[src/hw/rtl/lindblad_dissipator_macros.svh]
// Assertion macros for the Lindblad dissipator block.
`ifndef LINDBLAD_DISSIPATOR_MACROS_SVH
`define LINDBLAD_DISSIPATOR_MACROS_SVH

// Same-cycle implication, checked on every rising clock edge outside reset.
`define LD_ASSERT_SAME(label, ante, cons, msg) \
   label: assert property (@(posedge clock) disable iff (reset) (ante) |-> (cons)) \
      else $error(msg);

// Next-cycle implication, checked on every rising clock edge outside reset.
`define LD_ASSERT_NEXT(label, ante, cons, msg) \
   label: assert property (@(posedge clock) disable iff (reset) (ante) |=> (cons)) \
      else $error(msg);

`endif

[src/hw/rtl/ld_pkg.sv]
// Package: types, constants and helper functions of the Lindblad dissipator.
package ld_pkg;

   localparam int DIM          = 4;
   localparam int NUM_OPS      = 4;
   localparam int IDX_W        = 2;
   localparam int OP_W         = 2;
   localparam int DATA_W       = 32;
   localparam int ACC_W        = 64;
   localparam int PROD_SHIFT   = 9;
   localparam int PROD_W       = 2 * DATA_W - PROD_SHIFT;
   localparam int WORK_SHIFT   = 15;
   localparam int OUT_SHIFT    = 16;
   localparam int NUM_PHASES   = 6;
   localparam int DRAIN_CYCLES = 4;
   localparam int OPS_W        = 3;

   localparam logic [1:0] KIND_LOAD_DEN = 2'd0;
   localparam logic [1:0] KIND_LOAD_OP  = 2'd1;
   localparam logic [1:0] KIND_START    = 2'd2;

   localparam logic [1:0] SEL_DEN  = 2'd0;
   localparam logic [1:0] SEL_OP   = 2'd1;
   localparam logic [1:0] SEL_OPH  = 2'd2;
   localparam logic [1:0] SEL_WORK = 2'd3;

   typedef struct packed {
      logic [1:0]               kind;
      logic [OP_W-1:0]          op_index;
      logic [IDX_W-1:0]         row;
      logic [IDX_W-1:0]         col;
      logic signed [DATA_W-1:0] in_re;
      logic signed [DATA_W-1:0] in_im;
   } req_type;

   typedef struct packed {
      logic [IDX_W-1:0]         out_row;
      logic [IDX_W-1:0]         out_col;
      logic signed [DATA_W-1:0] out_re;
      logic signed [DATA_W-1:0] out_im;
      logic                     saturated;
      logic                     last;
   } rsp_type;

   typedef struct packed {
      logic [1:0] sel_a;
      logic [1:0] sel_b;
      logic       to_acc;
      logic       dbl;
   } phase_type;

   typedef struct packed {
      logic             load;
      logic             clear;
      logic             step;
      logic             step_first;
      logic             step_last;
      logic [2:0]       phase;
      logic [OP_W-1:0]  j;
      logic [IDX_W-1:0] r;
      logic [IDX_W-1:0] c;
      logic [IDX_W-1:0] i;
      logic             acc_init;
      logic             emit;
      logic             emit_zero;
   } cmd_type;

   typedef struct packed {
      logic             valid;
      logic             first;
      logic             last;
      logic [1:0]       sel_a;
      logic [1:0]       sel_b;
      logic             to_acc;
      logic             dbl;
      logic             acc_init;
      logic [IDX_W-1:0] r;
      logic [IDX_W-1:0] c;
   } tag_type;

   typedef struct packed {
      logic signed [DATA_W-1:0] val;
      logic                     clip;
   } narrow_type;

   // Operand sources and destination of each of the six matrix products.
   function automatic phase_type phase_info(input logic [2:0] p);
      phase_type f;
      case (p)
         3'd0:    f = '{sel_a: SEL_OP,   sel_b: SEL_DEN, to_acc: 1'b0, dbl: 1'b0};
         3'd1:    f = '{sel_a: SEL_WORK, sel_b: SEL_OPH, to_acc: 1'b1, dbl: 1'b1};
         3'd2:    f = '{sel_a: SEL_DEN,  sel_b: SEL_OPH, to_acc: 1'b0, dbl: 1'b0};
         3'd3:    f = '{sel_a: SEL_WORK, sel_b: SEL_OP,  to_acc: 1'b1, dbl: 1'b0};
         3'd4:    f = '{sel_a: SEL_OPH,  sel_b: SEL_OP,  to_acc: 1'b0, dbl: 1'b0};
         3'd5:    f = '{sel_a: SEL_WORK, sel_b: SEL_DEN, to_acc: 1'b1, dbl: 1'b0};
         default: f = '{sel_a: SEL_WORK, sel_b: SEL_DEN, to_acc: 1'b1, dbl: 1'b0};
      endcase
      return f;
   endfunction

   // Round half up by sh bits, then saturate to DATA_W bits.
   function automatic narrow_type narrow(input logic signed [ACC_W-1:0] v, input int sh);
      logic signed [ACC_W-1:0] t;
      narrow_type n;
      t = (v + (ACC_W'(1) <<< (sh - 1))) >>> sh;
      if (t > ACC_W'(64'sh0000_0000_7FFF_FFFF)) begin
         n.val  = {1'b0, {(DATA_W-1){1'b1}}};
         n.clip = 1'b1;
      end else if (t < $signed(64'hFFFF_FFFF_8000_0000)) begin
         n.val  = {1'b1, {(DATA_W-1){1'b0}}};
         n.clip = 1'b1;
      end else begin
         n.val  = t[DATA_W-1:0];
         n.clip = 1'b0;
      end
      return n;
   endfunction

endpackage

[src/hw/rtl/ld_ctrl.sv]
// Controller: sequences loads, the six products per operator, pipeline drains and output.
module ld_ctrl (
   input  logic             clock,
   input  logic             reset,
   input  logic             start,
   input  ld_pkg::req_type  req_data,
   input  logic             csr_we,
   input  logic [2:0]       csr_wdata,
   output logic             busy,
   output ld_pkg::cmd_type  cmd
);
   import ld_pkg::*;

   typedef enum logic [3:0] {
      S_IDLE  = 4'b0001,
      S_RUN   = 4'b0010,
      S_DRAIN = 4'b0100,
      S_EMIT  = 4'b1000
   } state_type;

   state_type        state_ff, state_in;
   logic [OPS_W-1:0] active_ops_ff, active_ops_in;
   logic [OPS_W-1:0] nops_ff, nops_in;
   logic [OP_W-1:0]  j_ff, j_in;
   logic [2:0]       phase_ff, phase_in;
   logic [5:0]       step_ff, step_in;
   logic [2:0]       drain_ff, drain_in;
   logic             zero_ff, zero_in;
   logic             accept;
   logic [OPS_W-1:0] nops_sel;

   assign busy   = (state_ff != S_IDLE);
   assign accept = start && !busy;
   assign nops_sel = (active_ops_ff > OPS_W'(NUM_OPS)) ? OPS_W'(NUM_OPS) : active_ops_ff;

   always_comb begin
      state_in      = state_ff;
      active_ops_in = csr_we ? csr_wdata : active_ops_ff;
      nops_in       = nops_ff;
      j_in          = j_ff;
      phase_in      = phase_ff;
      step_in       = step_ff;
      drain_in      = drain_ff;
      zero_in       = zero_ff;
      case (state_ff)
         S_IDLE: begin
            if (accept && req_data.kind == KIND_START) begin
               nops_in  = nops_sel;
               j_in     = '0;
               phase_in = '0;
               step_in  = '0;
               zero_in  = (nops_sel == '0);
               state_in = (nops_sel == '0) ? S_EMIT : S_RUN;
            end
         end
         S_RUN: begin
            step_in = step_ff + 6'd1;
            if (step_ff == 6'd63) begin
               drain_in = '0;
               state_in = S_DRAIN;
            end
         end
         S_DRAIN: begin
            drain_in = drain_ff + 3'd1;
            if (drain_ff == 3'(DRAIN_CYCLES - 1)) begin
               step_in = '0;
               if (phase_ff == 3'(NUM_PHASES - 1)) begin
                  phase_in = '0;
                  if (({1'b0, j_ff} + OPS_W'(1)) == nops_ff) begin
                     state_in = S_EMIT;
                  end else begin
                     j_in     = j_ff + OP_W'(1);
                     state_in = S_RUN;
                  end
               end else begin
                  phase_in = phase_ff + 3'd1;
                  state_in = S_RUN;
               end
            end
         end
         S_EMIT: begin
            step_in = step_ff + 6'd1;
            if (step_ff[3:0] == 4'hF) begin
               state_in = S_IDLE;
            end
         end
         default: state_in = S_IDLE;
      endcase
   end

   always_comb begin
      cmd            = '0;
      cmd.load       = accept && (req_data.kind == KIND_LOAD_DEN ||
                                  req_data.kind == KIND_LOAD_OP);
      cmd.clear      = accept && (req_data.kind == KIND_START);
      cmd.step       = (state_ff == S_RUN);
      cmd.step_first = (step_ff[1:0] == 2'd0);
      cmd.step_last  = (step_ff[1:0] == 2'd3);
      cmd.phase      = phase_ff;
      cmd.j          = j_ff;
      cmd.r          = (state_ff == S_EMIT) ? step_ff[3:2] : step_ff[5:4];
      cmd.c          = (state_ff == S_EMIT) ? step_ff[1:0] : step_ff[3:2];
      cmd.i          = step_ff[1:0];
      cmd.acc_init   = (j_ff == '0) && (phase_ff == 3'd1);
      cmd.emit       = (state_ff == S_EMIT);
      cmd.emit_zero  = zero_ff;
   end

   always_ff @(posedge clock) begin
      if (reset) begin
         state_ff      <= S_IDLE;
         active_ops_ff <= OPS_W'(NUM_OPS);
         nops_ff       <= '0;
         j_ff          <= '0;
         phase_ff      <= '0;
         step_ff       <= '0;
         drain_ff      <= '0;
         zero_ff       <= 1'b0;
      end else begin
         state_ff      <= state_in;
         active_ops_ff <= active_ops_in;
         nops_ff       <= nops_in;
         j_ff          <= j_in;
         phase_ff      <= phase_in;
         step_ff       <= step_in;
         drain_ff      <= drain_in;
         zero_ff       <= zero_in;
      end
   end

endmodule

[config.mk]
export PLATFORM = sky130hd
export DESIGN_NAME = ld_ctrl
export DESIGN_NICKNAME = d
export VERILOG_FILES = /design/src/hw/rtl/lindblad_dissipator_macros.svh /design/src/hw/rtl/ld_pkg.sv /design/src/hw/rtl/ld_ctrl.sv
export SDC_FILE = /design/constraint.sdc
export NUM_CORES = 1
export LEC_CHECK = 0
export BUFFER_PORTS_ARGS = -buffer_cell sky130_fd_sc_hd__buf_2
export CAP_MARGIN = 20
export CORE_MARGIN = 2
export CORE_UTILIZATION = 45
export CTS_CLUSTER_DIAMETER = 60
export DETAILED_ROUTE_END_ITERATION = 16
export GPL_TIMING_DRIVEN = 1
export PLACE_DENSITY = 0.95
export SYNTH_ARGS = -nofsm -noshare
export SYNTH_HDL_FRONTEND = slang
export SYNTH_SLANG_ARGS = --single-unit
[constraint.sdc]
create_clock -name clock -period 2.75 [get_ports clock]
set_clock_uncertainty 0.15 [all_clocks]
set_input_delay 0.275 -clock clock [delete_from_list [all_inputs] [get_ports clock]]
set_output_delay 0.275 -clock clock [all_outputs]
set_load 0.02 [all_outputs]
### Word level (Yosys, flattened, before mapping)

Cells that the tools add are included.
W data, S select, Z words.

| operators by class | value |
|---|---|
| add/subtract/negate cells | 5 |
| $lt $le $gt $ge | 1 |
| equal/unequal tests | 20 |
| mux-type cells | 25 |
| reduce and logical (&&, ||, !) cells | 20 |

Operators with widths:

| kind | number |
|---|---|
| $mux W4 | 7 |
| $pmux W6 S3 | 1 |
| $pmux W4 S4 | 1 |
| $mux W3 | 5 |
| $mux W2 | 6 |
| $mux W6 | 2 |
| $pmux W3 S2 | 2 |
| $eq A4 B4 Y1 const B | 2 |
| $ne A2 B2 Y1 const B | 4 |
| $add A3 B1 Y3 const B | 2 |
| $add A6 B1 Y6 const B | 1 |
| $eq A6 B6 Y1 const B | 1 |
| $logic_not A2 Y1 | 3 |
| $reduce_and A3 Y1 | 2 |
| $reduce_and A5 Y1 | 1 |
| $eq A2 B2 Y1 const B | 2 |
| $eq A4 B1 Y1 const B | 1 |
| $eq A4 B2 Y1 const B | 1 |
| $eq A4 B3 Y1 const B | 1 |
| $logic_and A1 B1 Y1 | 4 |
| $ne A2 B1 Y1 const B | 2 |
| $ne A4 B1 Y1 const B | 1 |
| $pmux W2 S2 | 1 |
| $reduce_and A2 Y1 | 2 |
| 15 further kinds | 16 |

| word-level totals | value |
|---|---|
| flip-flop bits (word level) | 25 |
| logic and storage cells | 79 |

### Logic depth before layout (Yosys ltp)

Gate-level depths: netlist of run 1.

| logic depth | value |
|---|---|
| depth in word-level cells | 6 |
| gate-level depth with buffers | 6 |
| mapped depth without buffers | 6 |

### Least setup slack after synthesis of run 1

OpenSTA, ideal clock, no wires.

| timing path | value |
|---|---|
| path type | register to output |
| start point | register state_ff[3] |
| end point | output cmd[6] (netlist name) |
| arrival | 1.678 ns |
| slack | 0.647 ns |
| cell stages (with the launch flop) | 4 |
| cells stage by stage | dfxtp_1 buf_2 nor4b_2 mux2_2 |

RTL lines:

| item | RTL line | source |
|---|---|---|
| start: declaration | ld_ctrl.sv:21 | `state_type state_ff, state_in;` |
| start signal: assignment | ld_ctrl.sv:120 | `state_ff <= state_in;` |
| end: declaration | ld_ctrl.sv:10 | `output ld_pkg::cmd_type cmd` |

==> metrics, run 1 <==
CTS H-tree depth=1; fmax=392.3 MHz; Worst R2R Start=state_ff[2]; Post-CTS Setup Bufs=0; final antenna-violating net count=0; Synth Area in XOR/XNOR=0.02341; crit-path max FO=9; RSZ-0062 raised after global routing=no; Initial Utilization=0.4823; area grow syn2layout=10.20%; Vias=1311; CP endpoint=cmd[7]; Via density=5.700; largest net degree at the start of global routing=30; post-route design area=0.001649 mm²; power density cells=383.2 mW/mm²; total core area=0.003103 mm²; number of global-route vias before repair=1214; Layout Cells excl Fill=230; Die Wd=61.67 µm; adder-cell area share of the yosys netlist=0.05017; GR Overflow Total=0; Root Driver=clkbuf_4; starting DRC count in detailed routing=28; R2R depth=4; fin crit share=0.9269; dominant synthesized flop cell=dfxtp_1; Routed WL=3278 µm; Worst setup SP type=register; worst skew pair latency=0.32 ns; Fin Setup TNS=0 ns; clock sink count=25; fin nets=272; Hold Vio Cnt, Final=0; chip height=61.67 µm; I/O pin count=99; row count=20; Period minus WS final=2.549 ns; fillcell total=282; DRT Pass-1 Iters=4; R2R setup slack=0.60 ns; Post-Synth Simple-Gate Area=0.2400; crit path DAT=2.12 ns; post-detail-place hpwl=2275 µm; die area=0.003803 mm²; Req. time, crit path=2.33 ns; mux cell area share after synthesis=0.03595; number of flops mapped to enable cells by yosys=0; Syn Nets=249; YS warnings=0; Synth Area in Compound Gates=0.2349; final worst slack=0.2011 ns; # diodes=0; cell count after placement=225; final core occ=0.5315; Post-synth ARST share=0; status=finished, final reports clean; Crit. End Element=output port; WL/cell=14.25 µm; TritonCTS buffer count=3; Max-cap violations=0; Setup violations, final=0; Yosys reg bits=25; Slew Limit Fails=0; CP max stage delay=0.65 ns; Synth cell types=52; initial antenna violation count=0; Max Root-Sink Buffers=2; worst setup path start=state_ff[3]; Buffers on Ports=28; pre-CTS WS=0.6246 ns; largest family of logic cells by synthesized area=simple AND/OR/NAND/NOR gates; slowest CP cell=nor4b_2; placed cell areas=0.001612 mm²; fraction of layout cells with a size suffix above 1=0.2581; sequential area share after synthesis=0.3344; Clock Pin Slew Worst Setup and Hold Paths=0.15 ns; Worst slew margin=0.5103; Pleak=0.6431 nW; first-pass GRT wire length=5313 µm; Critical Path, Cell by Cell=nor4b_2, mux2_2, buf_2; Least-Margin Pin Slew=0.7244 ns; Worst IR Drop VDD=0.2244 mV; Syn Area/Cell=9.125 µm²; gr usage total=0.1883; Hold/Removal Path Class=in -> reg; Mapped Area=0.001496 mm²; Post-Syn Instances=164; RR Endpoint=step_ff[4]; Residual DRC=0; CTS tree=built; Placer Congestion=0.8612; Setup CP Type=reg -> out
## Yosys cell counts (3+ instances only)
cell type	instances	area share
nor3_1	3	0.010
nor2_1	12	0.030
o211ai_1	3	0.015
nand2_1	13	0.033
nand3b_1	3	0.015
inv_1	8	0.020
a21oi_1	13	0.043
clkbuf_1	3	0.0075
mux2_2	3	0.023
nor3b_1	4	0.020
dfxtp_1	25	0.33
ha_1	6	0.050
or3_1	5	0.021
buf_6	3	0.023
a31oi_1	3	0.013
nand3_1	3	0.010
buf_4	5	0.025
xnor2_1	3	0.018
a311oi_2	3	0.030
o21ai_0	4	0.013
## kinds of logic after synthesis
family                   Yosys count
adder cells (fa/ha/maj)            6
AND/OR/NAND/NOR                   58
multiplexers                       5
buffers and inverters             21
AO/OA/AOI/OAI                     45
flip-flops                        25
XOR/XNOR                           4
## final cells by class
cell class | count | area [µm²] | area share
inverter | 9 | 33.78 | 0.02049
sequential | 25 | 500.5 | 0.3035
timing repair buffer | 30 | 157.7 | 0.09560
clock buffer | 3 | 22.52 | 0.01366
tap | 44 | 55.05 | 0.03338
clock inverter | 1 | 5.005 | 0.003035
multi-input combinational | 118 | 874.6 | 0.5303
## metal layers
| metal | track usage | share of wire | up-vias |
|---|---|---|---|
| met5 | 0 | 0 | - |
| met4 | 0.09726 | 0.019 | 0 |
| met3 | 0.02521 | 0.054 | 8 |
| met2 | 0.3113 | 0.48 | 48 |
| met1 | 0.2382 | 0.44 | 608 |
| li1 | - | - | 647 |
## cell usage in the layout (no fill, tap or decap), types with 4 or more instances in the layout
cell type	instances
nand2_1	13
dfxtp_1	25
inv_1	8
buf_2	28
or3_1	5
ha_1	6
a21oi_1	13
nor3b_1	4
o21ai_0	4
nor2_1	12
## sequential cells by signal, indices dropped and copies added, names as in the netlist
signal and cells:
step_ff 6, state_ff 4, active_ops_ff 3, drain_ff 3
nops_ff 3, phase_ff 3, j_ff 2, zero_ff 1
## power by group
part	leakage [nW]	total, mW	internal [mW]	switching, mW
registers	0.202	0.378	0.369	0.00959
logic	0.423	0.0857	0.0328	0.0529
clock network	0.0177	0.168	0.0544	0.114
total	0.643	0.632	0.456	0.176
## worst min path at each step
stage / from / end / slack [ns] / depth (start not counted)
detailed placement: zero_ff / zero_ff / 0.30 / 2
finish: csr_wdata[0] / active_ops_ff[0] / 0.04 / 3
floorplan: csr_we / active_ops_ff[2] / 0.24 / 1
CTS: csr_wdata[2] / active_ops_ff[2] / 0.006 / 2
global placement: zero_ff / zero_ff / 0.29 / 2
global route: csr_wdata[1] / active_ops_ff[1] / 0.05 / 3
## through the flow
stage,power (mW),hold WS [ns]
detailed placement,0.4674,0.2984
CTS,0.6344,0.005763
global route,0.6588,0.05028
finish,0.6319,0.03675
floorplan,0.4501,0.2429
global placement,0.4655,0.2916
## critical path: cells and delay by family, from the launching register on
family | cells | cell delay (ns)
flops | 1 | 0.59
buf+inv | 1 | 0.16
mux | 1 | 0.41
simple gates | 1 | 0.65
## what timing repair did
| action | 4_1_cts | 5_1_grt |
|---|---|---|
| hold buffers | 0 | 1 |
| resized for setup | 0 | 0 |
| endpoints found under the hold margin | 0 | 1 |
Note: power is estimated with default switching activity, not from simulation.
==> inputs of run 2 (changes only) <==
Settings changed: CAP_MARGIN 20 to 25, CORE_UTILIZATION 45 to 38, GPL_TIMING_DRIVEN 1 to 0, PLACE_DENSITY 0.95 to 0.87.
Clock period 2.75 ns to 2.1 ns, I/O delays scaled along.
==> metrics, run 2 (synthesis gave the netlist of run 1 again) <==
final worst slack=0.07616 ns; Residual DRC=0; Root Driver=clkbuf_8; fmax=494.1 MHz; # diodes=0; Worst IR Drop VDD=0.3132 mV; GR Overflow Total=0; clock sink count=25; total power=0.9251 mW; row count=22; gr usage total=0.1461; I/O pin count=99; fraction of layout cells with a size suffix above 1=0.3350; global routing usage on met3=0.02365; Crit. End Element=output port; Hold/Removal Path Class=in -> reg; RSZ-0062 raised after global routing=yes; met2 GRT Util=0.2313; Clock Pin Slew Worst Setup and Hold Paths=0.10 ns; Largest Register=step_ff; fin nets=289; crit path DAT=1.66 ns; first-pass GRT wire length=5099 µm; Setup CP Type=reg -> out; Hold Worst Slack=0.01603 ns; Slew Limit Fails=0; CTS tree=built; Setup violations, final=0; met1 Usage GRT=0.2021; Req. time, crit path=1.74 ns; initial antenna violation count=0; total core area=0.003716 mm²; status=finished, final reports clean; chip height=66.76 µm; Vias=1344; starting DRC count in detailed routing=47; max reg flops=6; power density cells=502.0 mW/mm²; final antenna-violating net count=0; Buffers on Ports=28; Hold Vio Cnt, Final=0; Worst setup SP type=register; DRT Pass-1 Iters=4; WL/cell=12.76 µm; slowest CP cell=nor4b_4; CP max stage delay=0.40 ns; number of global-route vias before repair=1119; Max-cap violations=0; commonest non-fill, non-tap cell in the layout=buf_2; crit-path max FO=8; Initial Utilization=0.4027; largest net degree at the start of global routing=16; gr busiest metal=met2; Die Wd=66.76 µm; Period minus WS final=2.024 ns; TritonCTS buffer count=3; Pleak=0.7277 nW; post-detail-place hpwl=2309 µm; Critical Path, Cell by Cell=buf_6, nor4b_4, mux2_2, buf_2; Via density=5.355; CTS H-tree depth=1; biggest regs=step_ff: 6 flops, state_ff: 4 flops; worst skew pair latency=0.28 ns; Least-Margin Pin Slew=0.7204 ns; Routed WL=3204 µm; Worst slew margin=0.5160; Max Root-Sink Buffers=2; Placer Congestion=0.8312; pre-CTS WS=0.05311 ns; Fin Setup TNS=0 ns; fin crit share=0.9637; area grow syn2layout=23.16%; commonest non-fill, non-tap cells in the layout=buf_2 (28), dfxtp_1 (24), a21oi_1 (13); die area=0.004456 mm²
==> run 2: cell types whose count changed in the layout (fill, tap and decap cells not counted), moves of 2 or more <==
cell | previous run | this run
buf_4 | 1 | 11
buf_6 | 0 | 4
clkbuf_1 | 0 | 3
clkbuf_4 | 3 | 0
clkbuf_8 | 0 | 3
clkinvlp_4 | 0 | 2
nor4b_4 | 1 | 3
==> run 2: what timing repair did <==
action	4_1_cts	5_1_grt
setup endpoints to repair	4	15
gates resized for setup	1	11
pin swaps	0	2
cloned	0	1
hold buffers	1	0
hold endpoints to repair	1	0
setup buffers	2	3
==> run 2: final cells by class <==
type	instances	area, µm²
buffer	12	93.84
clock buffer	3	41.29
clock inverter	1	7.507
fill	351	1873
inverter	9	37.54
multi-input combinational	118	905.9
sequential	25	501.7
tap	48	60.06
timing repair buffer	35	195.2
==> run 2: layer usage <==
| layer | wire length, µm | up-vias |
|---|---|---|
| met4 | 30 | 0 |
| met1 | 1462 | 630 |
| met2 | 1589 | 27 |
| met3 | 122 | 4 |
| li1 | - | 683 |
| met5 | 0 | - |
==> run 2: per-stage QoR <==
stage / utilization / instances / area [µm²]
2_1_floorplan: - / 164 / 1496
3_3_place_gp: 0.4566 / 240 / 1697
3_5_place_dp: 0.4566 / 240 / 1697
4_1_cts: 0.4788 / 247 / 1779
5_1_grt: 0.4960 / 251 / 1843
6_report: 0.4960 / 251 / 1843
==> run 2: power breakdown <==
part           internal (mW)  leakage (nW)  switching (mW)
Clock                  0.135        0.0217           0.165
Sequential             0.482         0.203         0.00549
Combinational         0.0576         0.503          0.0800
Total                  0.674         0.728           0.251
==> run 2: path summary, 6_finish.rpt <==
kind | slack [ns] | depth (start not counted) | to | from
max | 0.08 | 4 | cmd[7] | state_ff[0]
min | 0.02 | 3 | active_ops_ff[1] | csr_wdata[1]
max reg2reg | 0.08 | 6 | step_ff[2] | state_ff[0]
min reg2reg | 0.32 | 2 | zero_ff | zero_ff
==> run 2: critical path: cells and delay by family, from the launching register on <==
kind	cells	cell delay [ns]
muxes	1	0.38
and+or+nand+nor	1	0.40
buffers and inverters	2	0.29
DFF	1	0.32
==> inputs of run 3 (changes only) <==
Clock period 2.1 ns to 1.8 ns, I/O delays scaled along.
==> metrics, run 3 (synthesis gave the netlist of run 1 again) <==
status=finished, violations left; violated checks=setup timing; Placer Congestion=0.8363; slowest CP cell=or4b_4; Worst setup SP type=register; Max-cap violations=0; WL/cell=14.41 µm; first-pass GRT wire length=5720 µm; Die Wd=66.76 µm; Worst IR Drop VDD=0.4805 mV; pre-CTS WS=-0.3145 ns; clock sink count=25; biggest regs=step_ff: 6 flops, state_ff: 4 flops; post-detail-place hpwl=2391 µm; CTS H-tree depth=1; cell depth of the worst min-delay path=3; starting DRC count in detailed routing=42; Max Root-Sink Buffers=2; power density cells=536.0 mW/mm²; gr usage total=0.1645; TritonCTS buffer count=3; Slew Limit Fails=0; row count=22; DRT Pass-1 Iters=4; chip height=66.76 µm; Crit. path cell count=5; Via density=5.534; number of global-route vias before repair=1331; Crit. End Element=register; initial antenna violation count=0; fmax=519.0 MHz; GR Overflow Total=0; delay-heaviest family, CP=simple AND/OR/NAND/NOR gates; Layout Cells excl Fill=266; Residual DRC=0; CP max stage delay=0.60 ns; Setup CP Type=reg -> reg; die area=0.004456 mm²; placed cell areas=0.001712 mm²; crit-path max FO=7; Initial Utilization=0.4027; crit path DAT=1.96 ns; Clock Pin Slew Worst Setup and Hold Paths=0.09 ns; R2R depth=5; Root Driver=clkbuf_8; total core area=0.003716 mm²; commonest non-fill, non-tap cell in the layout=buf_2; CTS tree=built; Largest Register=step_ff; final antenna-violating net count=0; largest net degree at the start of global routing=15; Buffers on Ports=28; Setup violations, final=17; final worst slack=-0.1269 ns; Hold Vio Cnt, Final=0; fin crit share=1.070; fraction of layout cells with a size suffix above 1=0.4312; Least-Margin Pin Slew=0.5456 ns; Pleak=0.8267 nW; Routed WL=3832 µm; Worst slew margin=0.6363; Vias=1472; post-route design area=0.002079 mm²; cell count after placement=240; Hold/Removal Path Class=in -> reg; worst skew pair latency=0.27 ns; area grow syn2layout=38.96%; # diodes=0; fin nets=304; Req. time, crit path=1.84 ns; commonest non-fill, non-tap cells in the layout=buf_2 (23), buf_4 (22), dfxtp_1 (19); max reg flops=6; Period minus WS final=1.927 ns; Critical Path, Cell by Cell=buf_6, or4b_4, buf_4, o21ai_0, o2bb2ai_1; RSZ-0062 raised after global routing=yes; I/O pin count=99; WP buf/inv=2
==> run 3: cell count changes in the layout (fill, tap and decap cells not counted), sizes merged <==
cell         change
dlygate4sd3      +1
clkinv           +2
buf             +13
o22ai            +1
clkinvlp         -2
==> run 3: worst reg2reg max path: cells and delay by family, from the launching register on <==
family | cells | cell delay (ns)
AOI/OAI and AO/OA | 2 | 0.45
DFF | 1 | 0.33
and+or+nand+nor | 1 | 0.60
buffers and inverters | 2 | 0.30
==> run 3: final cells by class <==
cell class / instances / area, µm²
Clock inverter: 1 / 5.005
Timing Repair Buffer: 52 / 371.6
Inverter: 9 / 38.79
Buffer: 9 / 63.81
Multi-Input combinational cell: 119 / 985.9
Tap cell: 48 / 60.06
Fill cell: 318 / 1637
Clock buffer: 3 / 41.29
Sequential cell: 25 / 513.0
==> run 3: metrics by stage <==
step                TNS [ns]  total power [mW]  utilization  hold slack (ns)
floorplan           -0.07175            0.6890            -           0.1479
global placement      -2.339            0.7232       0.4606           0.2368
detailed placement    -2.867            0.7262       0.4606           0.2441
CTS                   -1.101             1.089       0.5199          0.01880
global route          -2.102             1.160       0.5596          0.04443
finish                -1.046             1.115       0.5596          0.01246
==> run 3: per-layer routing <==
metal / global-route usage / vias to the layer above / part of all wire
li1: - / 711 / -
met1: 0.1948 / 707 / 0.41
met4: 0.06888 / 0 / 0.016
met3: 0.02534 / 9 / 0.041
met2: 0.2925 / 45 / 0.53
met5: 0 / - / 0
==> run 3: path summary, 6_finish.rpt <==
check                           slack [ns]               end         start
worst max-delay path                 -0.13       state_ff[3]   state_ff[3]
worst max register to register       -0.13       state_ff[3]   state_ff[3]
worst min register to register        0.32           zero_ff       zero_ff
worst min-delay path                  0.01  active_ops_ff[0]  csr_wdata[0]
==> run 3: report_power, final <==
part | switching (mW) | total, mW | leakage [nW] | internal, mW
Clock | 0.180 | 0.335 | 0.0255 | 0.155
Sequential | 0.0139 | 0.575 | 0.205 | 0.561
Combinational | 0.108 | 0.204 | 0.596 | 0.0967
Total | 0.302 | 1.11 | 0.827 | 0.813
==> run 3: timing repair <==
action	CTS	global route
pin swaps	11	5
buffers inserted	12	9
cloned	1	1
endpoints found under the setup margin	25	24
endpoints found under the hold margin	2	0
hold buffers	2	0
gates resized for setup	26	20
